<file path="src/thcc_pkg.sv">
// Package with widths, constants, tables and helper functions of the compass heading core.
package thcc_pkg;

	localparam int CORDIC_STAGES = 16;
	localparam int ANGLE_BITS = 16;

	localparam int AW = ANGLE_BITS + 4;
	localparam int CW = 32;
	localparam int CS_W = 17;
	localparam int VVW = 19;
	localparam int RW = 19;
	localparam int HW = 22;
	localparam int VW = HW + 22;
	localparam int SC_LAT = CORDIC_STAGES + 2;
	localparam int DEPTH = 2 * SC_LAT + CORDIC_STAGES + 7;

	localparam int IN_W = 80;
	localparam int OUT_W = 88;
	localparam int CFG_IDX_W = 4;

	localparam logic [CFG_IDX_W-1:0] REG_MOUNT = 4'h0;
	localparam logic [CFG_IDX_W-1:0] REG_GAIN_X = 4'h1;
	localparam logic [CFG_IDX_W-1:0] REG_GAIN_Y = 4'h2;
	localparam logic [CFG_IDX_W-1:0] REG_GAIN_Z = 4'h3;

	localparam logic [15:0] GAIN_RESET = 16'd16384;

	localparam logic signed [CW-1:0] K_Q30 = 32'sd652032874;
	localparam logic signed [CW-1:0] CS_RND = 32'sd32768;
	localparam longint PI_Q32 = 64'sd13493037705;

	localparam longint PI_L = (PI_Q32 + (64'sd1 <<< (31 - ANGLE_BITS))) >>> (32 - ANGLE_BITS);
	localparam longint HALF_L = (PI_Q32 + (64'sd1 <<< (32 - ANGLE_BITS))) >>> (33 - ANGLE_BITS);
	localparam logic signed [AW-1:0] PI_U = PI_L[AW-1:0];
	localparam logic signed [AW-1:0] HALF_U = HALF_L[AW-1:0];

	// Arctangent of 2^-i in Q32.
	localparam longint ATAN_Q32 [0:23] = '{
		64'sd3373259426, 64'sd1991351318, 64'sd1052175346, 64'sd534100635,
		64'sd268086748, 64'sd134174063, 64'sd67103403, 64'sd33553749,
		64'sd16777131, 64'sd8388597, 64'sd4194303, 64'sd2097152,
		64'sd1048576, 64'sd524288, 64'sd262144, 64'sd131072,
		64'sd65536, 64'sd32768, 64'sd16384, 64'sd8192,
		64'sd4096, 64'sd2048, 64'sd1024, 64'sd512
	};

	localparam logic signed [15:0] M_P1 = 16'sd16384;
	localparam logic signed [15:0] M_N1 = -16'sd16384;
	localparam logic signed [15:0] M_PR = 16'sd11585;
	localparam logic signed [15:0] M_NR = -16'sd11585;
	localparam logic signed [15:0] M_Z0 = 16'sd0;

	// Sixteen mounting matrices, row major, Q1.14.
	localparam logic signed [15:0] MOUNT_MAT [0:15][0:8] = '{
		'{M_P1, M_Z0, M_Z0, M_Z0, M_P1, M_Z0, M_Z0, M_Z0, M_P1},
		'{M_PR, M_PR, M_Z0, M_NR, M_PR, M_Z0, M_Z0, M_Z0, M_P1},
		'{M_Z0, M_P1, M_Z0, M_N1, M_Z0, M_Z0, M_Z0, M_Z0, M_P1},
		'{M_NR, M_PR, M_Z0, M_NR, M_NR, M_Z0, M_Z0, M_Z0, M_P1},
		'{M_N1, M_Z0, M_Z0, M_Z0, M_N1, M_Z0, M_Z0, M_Z0, M_P1},
		'{M_NR, M_NR, M_Z0, M_PR, M_NR, M_Z0, M_Z0, M_Z0, M_P1},
		'{M_Z0, M_N1, M_Z0, M_P1, M_Z0, M_Z0, M_Z0, M_Z0, M_P1},
		'{M_PR, M_NR, M_Z0, M_PR, M_PR, M_Z0, M_Z0, M_Z0, M_P1},
		'{M_P1, M_Z0, M_Z0, M_Z0, M_N1, M_Z0, M_Z0, M_Z0, M_N1},
		'{M_PR, M_NR, M_Z0, M_NR, M_NR, M_Z0, M_Z0, M_Z0, M_N1},
		'{M_Z0, M_N1, M_Z0, M_N1, M_Z0, M_Z0, M_Z0, M_Z0, M_N1},
		'{M_NR, M_NR, M_Z0, M_NR, M_PR, M_Z0, M_Z0, M_Z0, M_N1},
		'{M_N1, M_Z0, M_Z0, M_Z0, M_P1, M_Z0, M_Z0, M_Z0, M_N1},
		'{M_NR, M_PR, M_Z0, M_PR, M_PR, M_Z0, M_Z0, M_Z0, M_N1},
		'{M_Z0, M_P1, M_Z0, M_P1, M_Z0, M_Z0, M_Z0, M_Z0, M_N1},
		'{M_PR, M_PR, M_Z0, M_PR, M_NR, M_Z0, M_Z0, M_Z0, M_N1}
	};

	localparam logic signed [HW-1:0] LVL_MAX = 22'sd524287;
	localparam logic signed [HW-1:0] LVL_MIN = -22'sd524288;
	localparam logic signed [CS_W-1:0] Q14_MAX = 17'sd16384;
	localparam logic signed [CS_W-1:0] Q14_MIN = -17'sd16384;
	localparam logic signed [16:0] HD_MAX = 17'sd25736;
	localparam logic signed [16:0] HD_MIN = -17'sd25736;

	typedef struct packed {
		logic signed [15:0] hd;
		logic signed [19:0] hxs;
		logic signed [19:0] hys;
	} side_t;

	function automatic logic signed [AW-1:0] atan_u(input int i);
		longint t;
		logic signed [63:0] w;
		t = (i < 24) ? (ATAN_Q32[i] + (64'sd1 <<< (31 - ANGLE_BITS))) >>> (32 - ANGLE_BITS) : 0;
		w = t;
		return w[AW-1:0];
	endfunction

	function automatic logic signed [AW-1:0] angle_in(input logic signed [15:0] a);
		logic signed [ANGLE_BITS+16:0] t;
		t = {a[15], a, {ANGLE_BITS{1'b0}}};
		t = t + (ANGLE_BITS + 17)'(4096);
		return t[AW+12:13];
	endfunction

	function automatic logic signed [19:0] sat_level(input logic signed [HW-1:0] v);
		logic signed [HW-1:0] c;
		c = v;
		if (v > LVL_MAX) c = LVL_MAX;
		else if (v < LVL_MIN) c = LVL_MIN;
		return c[19:0];
	endfunction

	function automatic logic signed [15:0] sat_q14(input logic signed [CS_W-1:0] v);
		logic signed [CS_W-1:0] c;
		c = v;
		if (v > Q14_MAX) c = Q14_MAX;
		else if (v < Q14_MIN) c = Q14_MIN;
		return c[15:0];
	endfunction

endpackage

</file>
<file path="src/thcc_sincos.sv">
// Pipelined rotation CORDIC giving the Q1.14 cosine and sine of an internal angle.
module thcc_sincos import thcc_pkg::*; (
	input logic clk,
	input logic en,
	input logic signed [AW-1:0] angle,
	output logic signed [CS_W-1:0] cos_val,
	output logic signed [CS_W-1:0] sin_val
);

	logic signed [CW-1:0] x_q [0:CORDIC_STAGES];
	logic signed [CW-1:0] y_q [0:CORDIC_STAGES];
	logic signed [AW-1:0] z_q [0:CORDIC_STAGES];
	logic neg_q [0:CORDIC_STAGES];
	logic signed [AW-1:0] z_fold;
	logic fold;
	logic signed [CW-1:0] xr;
	logic signed [CW-1:0] yr;
	logic signed [CS_W-1:0] c_c;
	logic signed [CS_W-1:0] s_c;
	logic signed [CS_W-1:0] c_q;
	logic signed [CS_W-1:0] s_q;

	always_comb begin
		fold = 1'b1;
		z_fold = angle;
		if (angle > HALF_U) begin
			z_fold = angle - PI_U;
		end else if (angle < -HALF_U) begin
			z_fold = angle + PI_U;
		end else begin
			fold = 1'b0;
		end
	end

	always_ff @(posedge clk) begin
		if (en) begin
			x_q[0] <= K_Q30;
			y_q[0] <= '0;
			z_q[0] <= z_fold;
			neg_q[0] <= fold;
		end
	end

	for (genvar i = 0; i < CORDIC_STAGES; i++) begin : g_iter
		localparam logic signed [AW-1:0] ATAN_I = atan_u(i);
		always_ff @(posedge clk) begin
			if (en) begin
				if (!z_q[i][AW-1]) begin
					x_q[i+1] <= x_q[i] - (y_q[i] >>> i);
					y_q[i+1] <= y_q[i] + (x_q[i] >>> i);
					z_q[i+1] <= z_q[i] - ATAN_I;
				end else begin
					x_q[i+1] <= x_q[i] + (y_q[i] >>> i);
					y_q[i+1] <= y_q[i] - (x_q[i] >>> i);
					z_q[i+1] <= z_q[i] + ATAN_I;
				end
				neg_q[i+1] <= neg_q[i];
			end
		end
	end

	always_comb begin
		xr = x_q[CORDIC_STAGES] + CS_RND;
		yr = y_q[CORDIC_STAGES] + CS_RND;
		c_c = CS_W'($signed(xr[CW-1:16]));
		s_c = CS_W'($signed(yr[CW-1:16]));
		if (neg_q[CORDIC_STAGES]) begin
			c_c = -c_c;
			s_c = -s_c;
		end
	end

	always_ff @(posedge clk) begin
		if (en) begin
			c_q <= c_c;
			s_q <= s_c;
		end
	end

	assign cos_val = c_q;
	assign sin_val = s_q;

endmodule

</file>
<file path="config.mk">
export PLATFORM = sky130hd
export DESIGN_NAME = thcc_sincos
export DESIGN_NICKNAME = d
export VERILOG_FILES = /design/src/thcc_pkg.sv /design/src/thcc_sincos.sv
export SDC_FILE = /design/constraint.sdc
export NUM_CORES = 2
export LEC_CHECK = 0
export BUFFER_PORTS_ARGS = -buffer_cell sky130_fd_sc_hd__buf_2
export CORE_UTILIZATION = 45
export DETAILED_ROUTE_END_ITERATION = 10
export PLACE_DENSITY_LB_ADDON = 0.15
export RECOVER_POWER = 50
export SLEW_MARGIN = 10
export SYNTH_ARGS = -nofsm -noshare
export SYNTH_HDL_FRONTEND = slang
export SYNTH_SLANG_ARGS = --single-unit
</file>
<file path="constraint.sdc">
create_clock -name clk -period 15.1 [get_ports clk]
set_clock_uncertainty 0.15 [all_clocks]
set_input_delay 4.53 -clock clk [delete_from_list [all_inputs] [get_ports clk]]
set_output_delay 4.53 -clock clk [all_outputs]
set_load 0.02 [all_outputs]
</file>
Word-level counts from Yosys, hierarchy flattened
Memories as Yosys holds them, arrays and structs flattened.
Cells that the tools add are included.
{"block": "word_totals", "n_memories": 4, "out_inout_bits": 34, "inputBits": 22, "ff_bits": 34, "mem_bits_rw": 1445, "elab_cells": 309}
{"block": "op_classes", "bitwise_logic": 48, "mux": 152, "add_sub_neg": 101, "n_lt_le_gt_ge": 2}
{"memory": "x_q", "depth": 17, "width": 32, "read_ports": 17, "rd_ports_with_merged_regs": 0, "wr": 17, "line": "thcc_sincos.sv:10", "text": "logic signed [CW-1:0] x_q [0:CORDIC_STAGES];"}
{"memory": "y_q", "depth": 17, "width": 32, "read_ports": 17, "rd_ports_with_merged_regs": 0, "wr": 17, "line": "thcc_sincos.sv:11", "text": "logic signed [CW-1:0] y_q [0:CORDIC_STAGES];"}
{"memory": "z_q", "depth": 17, "width": 20, "read_ports": 16, "rd_ports_with_merged_regs": 0, "wr": 17, "line": "thcc_sincos.sv:12", "text": "logic signed [AW-1:0] z_q [0:CORDIC_STAGES];"}
{"memory": "neg_q", "depth": 17, "width": 1, "read_ports": 17, "rd_ports_with_merged_regs": 0, "wr": 17, "line": "thcc_sincos.sv:13", "text": "logic neg_q [0:CORDIC_STAGES];"}
{"operator": "$mux W32", "count": 32}
{"operator": "$mux W20", "count": 18}
{"operator": "$mux W1", "count": 100}
{"operator": "$add A32 B17 Y32", "count": 2}
{"operator": "$add A32 B17 Y32 const B", "count": 2}
{"operator": "$add A32 B18 Y32", "count": 2}
{"operator": "$add A32 B19 Y32", "count": 2}
{"operator": "$add A32 B20 Y32", "count": 2}
{"operator": "$add A32 B21 Y32", "count": 2}
{"operator": "$add A32 B22 Y32", "count": 2}
{"operator": "$add A32 B23 Y32", "count": 2}
{"operator": "$add A32 B24 Y32", "count": 2}
{"operator": "$add A32 B25 Y32", "count": 2}
{"operator": "$add A32 B26 Y32", "count": 2}
{"operator": "$add A32 B27 Y32", "count": 2}
{"operator": "$add A32 B28 Y32", "count": 2}
{"operator": "$add A32 B29 Y32", "count": 2}
{"operator": "$add A32 B30 Y32", "count": 2}
{"operator": "$add A32 B31 Y32", "count": 2}
{"operator": "$sub A32 B17 Y32", "count": 2}
{"operator": "$sub A32 B18 Y32", "count": 2}
{"operator": "$sub A32 B19 Y32", "count": 2}
{"operator": "$sub A32 B20 Y32", "count": 2}
{"operator": "$sub A32 B21 Y32", "count": 2}
{"operator": "49 further kinds", "count": 111}

Longest topological paths before layout
{"block": "depth", "depth_word": 4, "mapped_depth": 22, "ltp_nobuf": 22}

Worst setup path after synthesis
No wires, ideal clock.
{"block": "synth_timing", "path_kind": "input to register", "start": "in en", "end": "mem x_q[5][30], data pin", "n_path_buf": 4, "t_required_ns": 14.692, "t_arrival_ns": 8.921, "stages": 19, "setup_time_ns": 0.258, "setup_slack_ns": 5.772, "cell_sequence": "clkbuf_1 > clkbuf_1 > nand2_1 > inv_1 > clkbuf_1 > clkbuf_1 > nor2_1 > xor2_1 > ha_1 > a21o_1 > a311o_1 > o22ai_2 > nor4_1 > o41a_1 > o41ai_4 > o311ai_1 > a221o_1 > a21oi_2 > xnor2_1"}
{"item": "from (decl)", "line": "thcc_sincos.sv:4", "text": "input logic en,"}
{"item": "to (decl)", "line": "thcc_sincos.sv:10"}

==> flow_metrics.env <==
export IMPL_status="finished with violations"
export IMPL_violations="capacitance limit, slew limit"
export IMPL_grt_ovfl_total=0
export IMPL_antenna_found_initial=2
export IMPL_stdcell_count=14300
export IMPL_place_congestion=0.918
export IMPL_yosys_warnings=0
export IMPL_portBuffers=55
export IMPL_synth_edff_count=1241
export IMPL_final_area_um2=114000
export IMPL_final_cell_mix="edfxtp_1, ha_1, a21oi_1"
export IMPL_vias_per_cell=5.83
export IMPL_startpoint_type="primary input"
export IMPL_post_place_cells=14000
export IMPL_cap_violations=29
export IMPL_clkSinkCount=1241
export IMPL_place_hpwl_mm=233
export IMPL_synth_nets=12300
export IMPL_die_width_um=486
export IMPL_arrival_ns=12.36
export IMPL_max_stage_delay_ns=1.29
export IMPL_cts_buffers=151
export IMPL_post_drt_wl_per_cell_um=20.4
export IMPL_worstPathCellList="buf_12 -> clkbuf_1 -> nand2_1 -> clkbuf_1 -> inv_2 -> nor2_1 -> xor2_1 -> ha_1 -> a21o_1 -> a21oi_1 -> o21ai_1 -> and3_1 -> o41ai_1 -> o211ai_1 -> a31oi_2 -> o21ai_1 -> a311oi_1 -> xor2_1"
export IMPL_cts_buffer_depth=3
export IMPL_die_y_um=486
export IMPL_ys_seq_area_share_pct=35.3
export IMPL_r2r_slack_ns=7.60
export IMPL_syn_area_um2=106000
export IMPL_grt_pass1_vias=80700
export IMPL_fmax_mhz=83.4
export IMPL_drv_slew=1443
export IMPL_hold_class="reg -> reg"
export IMPL_drc=0
export IMPL_cp_max_fo=84
export IMPL_grt_setup_unrepaired="false"
export IMPL_place_area_um2=109000
export IMPL_crit_family="buffers and inverters"
export IMPL_grt_max_degree=85
export IMPL_core_area_um2=233000
export IMPL_worstSetupEndpointType="flip-flop"
export IMPL_final_nets=12300
export IMPL_holdBufCountCts=0
export IMPL_wl_mm=292
export IMPL_drtPass1Iterations=6
export IMPL_ioPinCount=56
export IMPL_num_vias=83200
export IMPL_synth_top_area_cell="edfxtp_1"
export IMPL_critPathSlowestCell="clkbuf_1"
export IMPL_initial_core_util_pct=45.3
export IMPL_die_area_um2=237000
export IMPL_cts_tree="yes"
export IMPL_post_route_min_period_ns=11.98
export IMPL_antenna_left=0
export IMPL_hold_viol_final=0
export IMPL_htreeDepth=4
export IMPL_final_common_cell="edfxtp_1"
export IMPL_layout_drive_gt1_share_pct=3.93
export IMPL_post_route_period_util_pct=79.4
export IMPL_synth_area_leaders="edfxtp_1, ha_1, xnor2_1, a21oi_1, xor2_1"
export IMPL_cts_root_buf="clkbuf_16"
export IMPL_synth_cell_type_count=99
export IMPL_grt_pass1_wl_mm=458
export IMPL_area_delta_synth_final_pct=8.10
export IMPL_clock_latency_ns=0.81
export IMPL_grt_use_total_pct=24.3
export IMPL_synth_seq_cells=1241
export IMPL_path_buf_inv=4
export IMPL_postCtsResizedCells=0
export IMPL_worstPathRequired_ns=15.48
export IMPL_slew_headroom_pct=-186
export IMPL_async_reset_ff_share_pct=0
export IMPL_fin_setup_tns_ns=0
export IMPL_syn_instance_count=11000
export IMPL_tightestPinTransition_ns=4.29
export IMPL_yosys_most_used_dff="edfxtp_1"
export IMPL_synth_top_cell_area_share_pct=35.3
export IMPL_cts_setup_buffers=0
export IMPL_finalSetupViolations=0
export IMPL_drt_iter0_drc=5934
export IMPL_path_clk_slew_ns=0.06
export IMPL_critical_path_class="in -> reg"
export IMPL_num_rows=177
export IMPL_syn_avg_cell_area_um2=9.61
[flip-flops by register name, indices dropped and copies added (netlist names)]
| signal | count |
|---|---|
| cos_val | 17 |
| neg_q | 17 |
| y_q | 466 |
| sin_val | 17 |
| x_q | 441 |
| z_q | 283 |
[metal layers]
layer	routed length, µm	vias up	GRT usage (%)
li1	-	40900	-
met1	131000	40100	31.7
met2	140000	1804	42.1
met3	11900	380	2.65
met4	8410	2	7.15
met5	13	-	0
[layout make-up]
cell class,count,area [µm²]
repair buffers,110,531
well taps,3132,3920
diodes,1,2.50
clock inverters,103,1090
inverters,464,1740
clock buffers,172,3900
multi-input cells,9054,65700
flip-flops and latches,1241,37300
fillers,21800,119000
[worst reg2reg max path, cell delays in order (launching register included)]
cell and delay (ns):
edfxtp_1 0.42, and2_1 0.15, clkbuf_1 1.25, clkinv_1 0.84, clkbuf_1 0.70, o21ai_0 0.54
ha_1 0.32, a211o_1 0.31, a21oi_1 0.20, a21oi_1 0.14, a211oi_1 0.86, a21o_1 0.20
a21oi_1 0.19, a21boi_1 0.28, a31o_2 0.21, or4b_1 0.43, o311ai_0 0.13
[synth_stat cells (all sizes together) (102+ instances only)]
cell    number
inv        460
nand2      652
edfxtp    1241
clkbuf     199
ha        1210
o21bai     146
nor2       822
xnor2     1057
a211oi     102
a21oi     1063
nor2b      121
nor3       298
a31oi      119
nand2b     152
nand3      222
o21ai      601
xor2       544
o31ai      133
a21o       397
o21a       153
[per-stage QoR]
stage / setup slack, ns / util [%] / hold slack (ns)
5_1_grt: 2.69 / 49.0 / 0.271
2_1_floorplan: 5.77 / - / 0.250
4_1_cts: 5.47 / 49.1 / 0.267
3_3_place_gp: 4.62 / 46.9 / 0.252
6_report: 3.12 / 49.0 / 0.265
3_5_place_dp: 4.61 / 46.9 / 0.255
[worst paths after layout]
kind	endpoint	cells past startpoint	startpoint
max reg2reg	x_q[7][29]	16	z_q[6][19]
min	z_q[7][8]	0	z_q[6][8]
max	x_q[3][30]	18	en
min reg2reg	z_q[7][8]	0	z_q[6][8]
[kinds of logic after synthesis]
logic type / Yosys count / share of synthesized area, %
buffers and inverters: 697 / 2.48
XOR/XNOR: 1601 / 13.3
multiplexers: 118 / 1.17
flip-flops: 1241 / 35.3
adder cells (fa/ha/maj): 1251 / 15.1
AO/OA/AOI/OAI: 3205 / 19.3
AND/OR/NAND/NOR: 2879 / 13.4
Power is left out: the tool's default activity adds up to more than one toggle a clock period on the data nets, which glitch-free logic cannot reach.
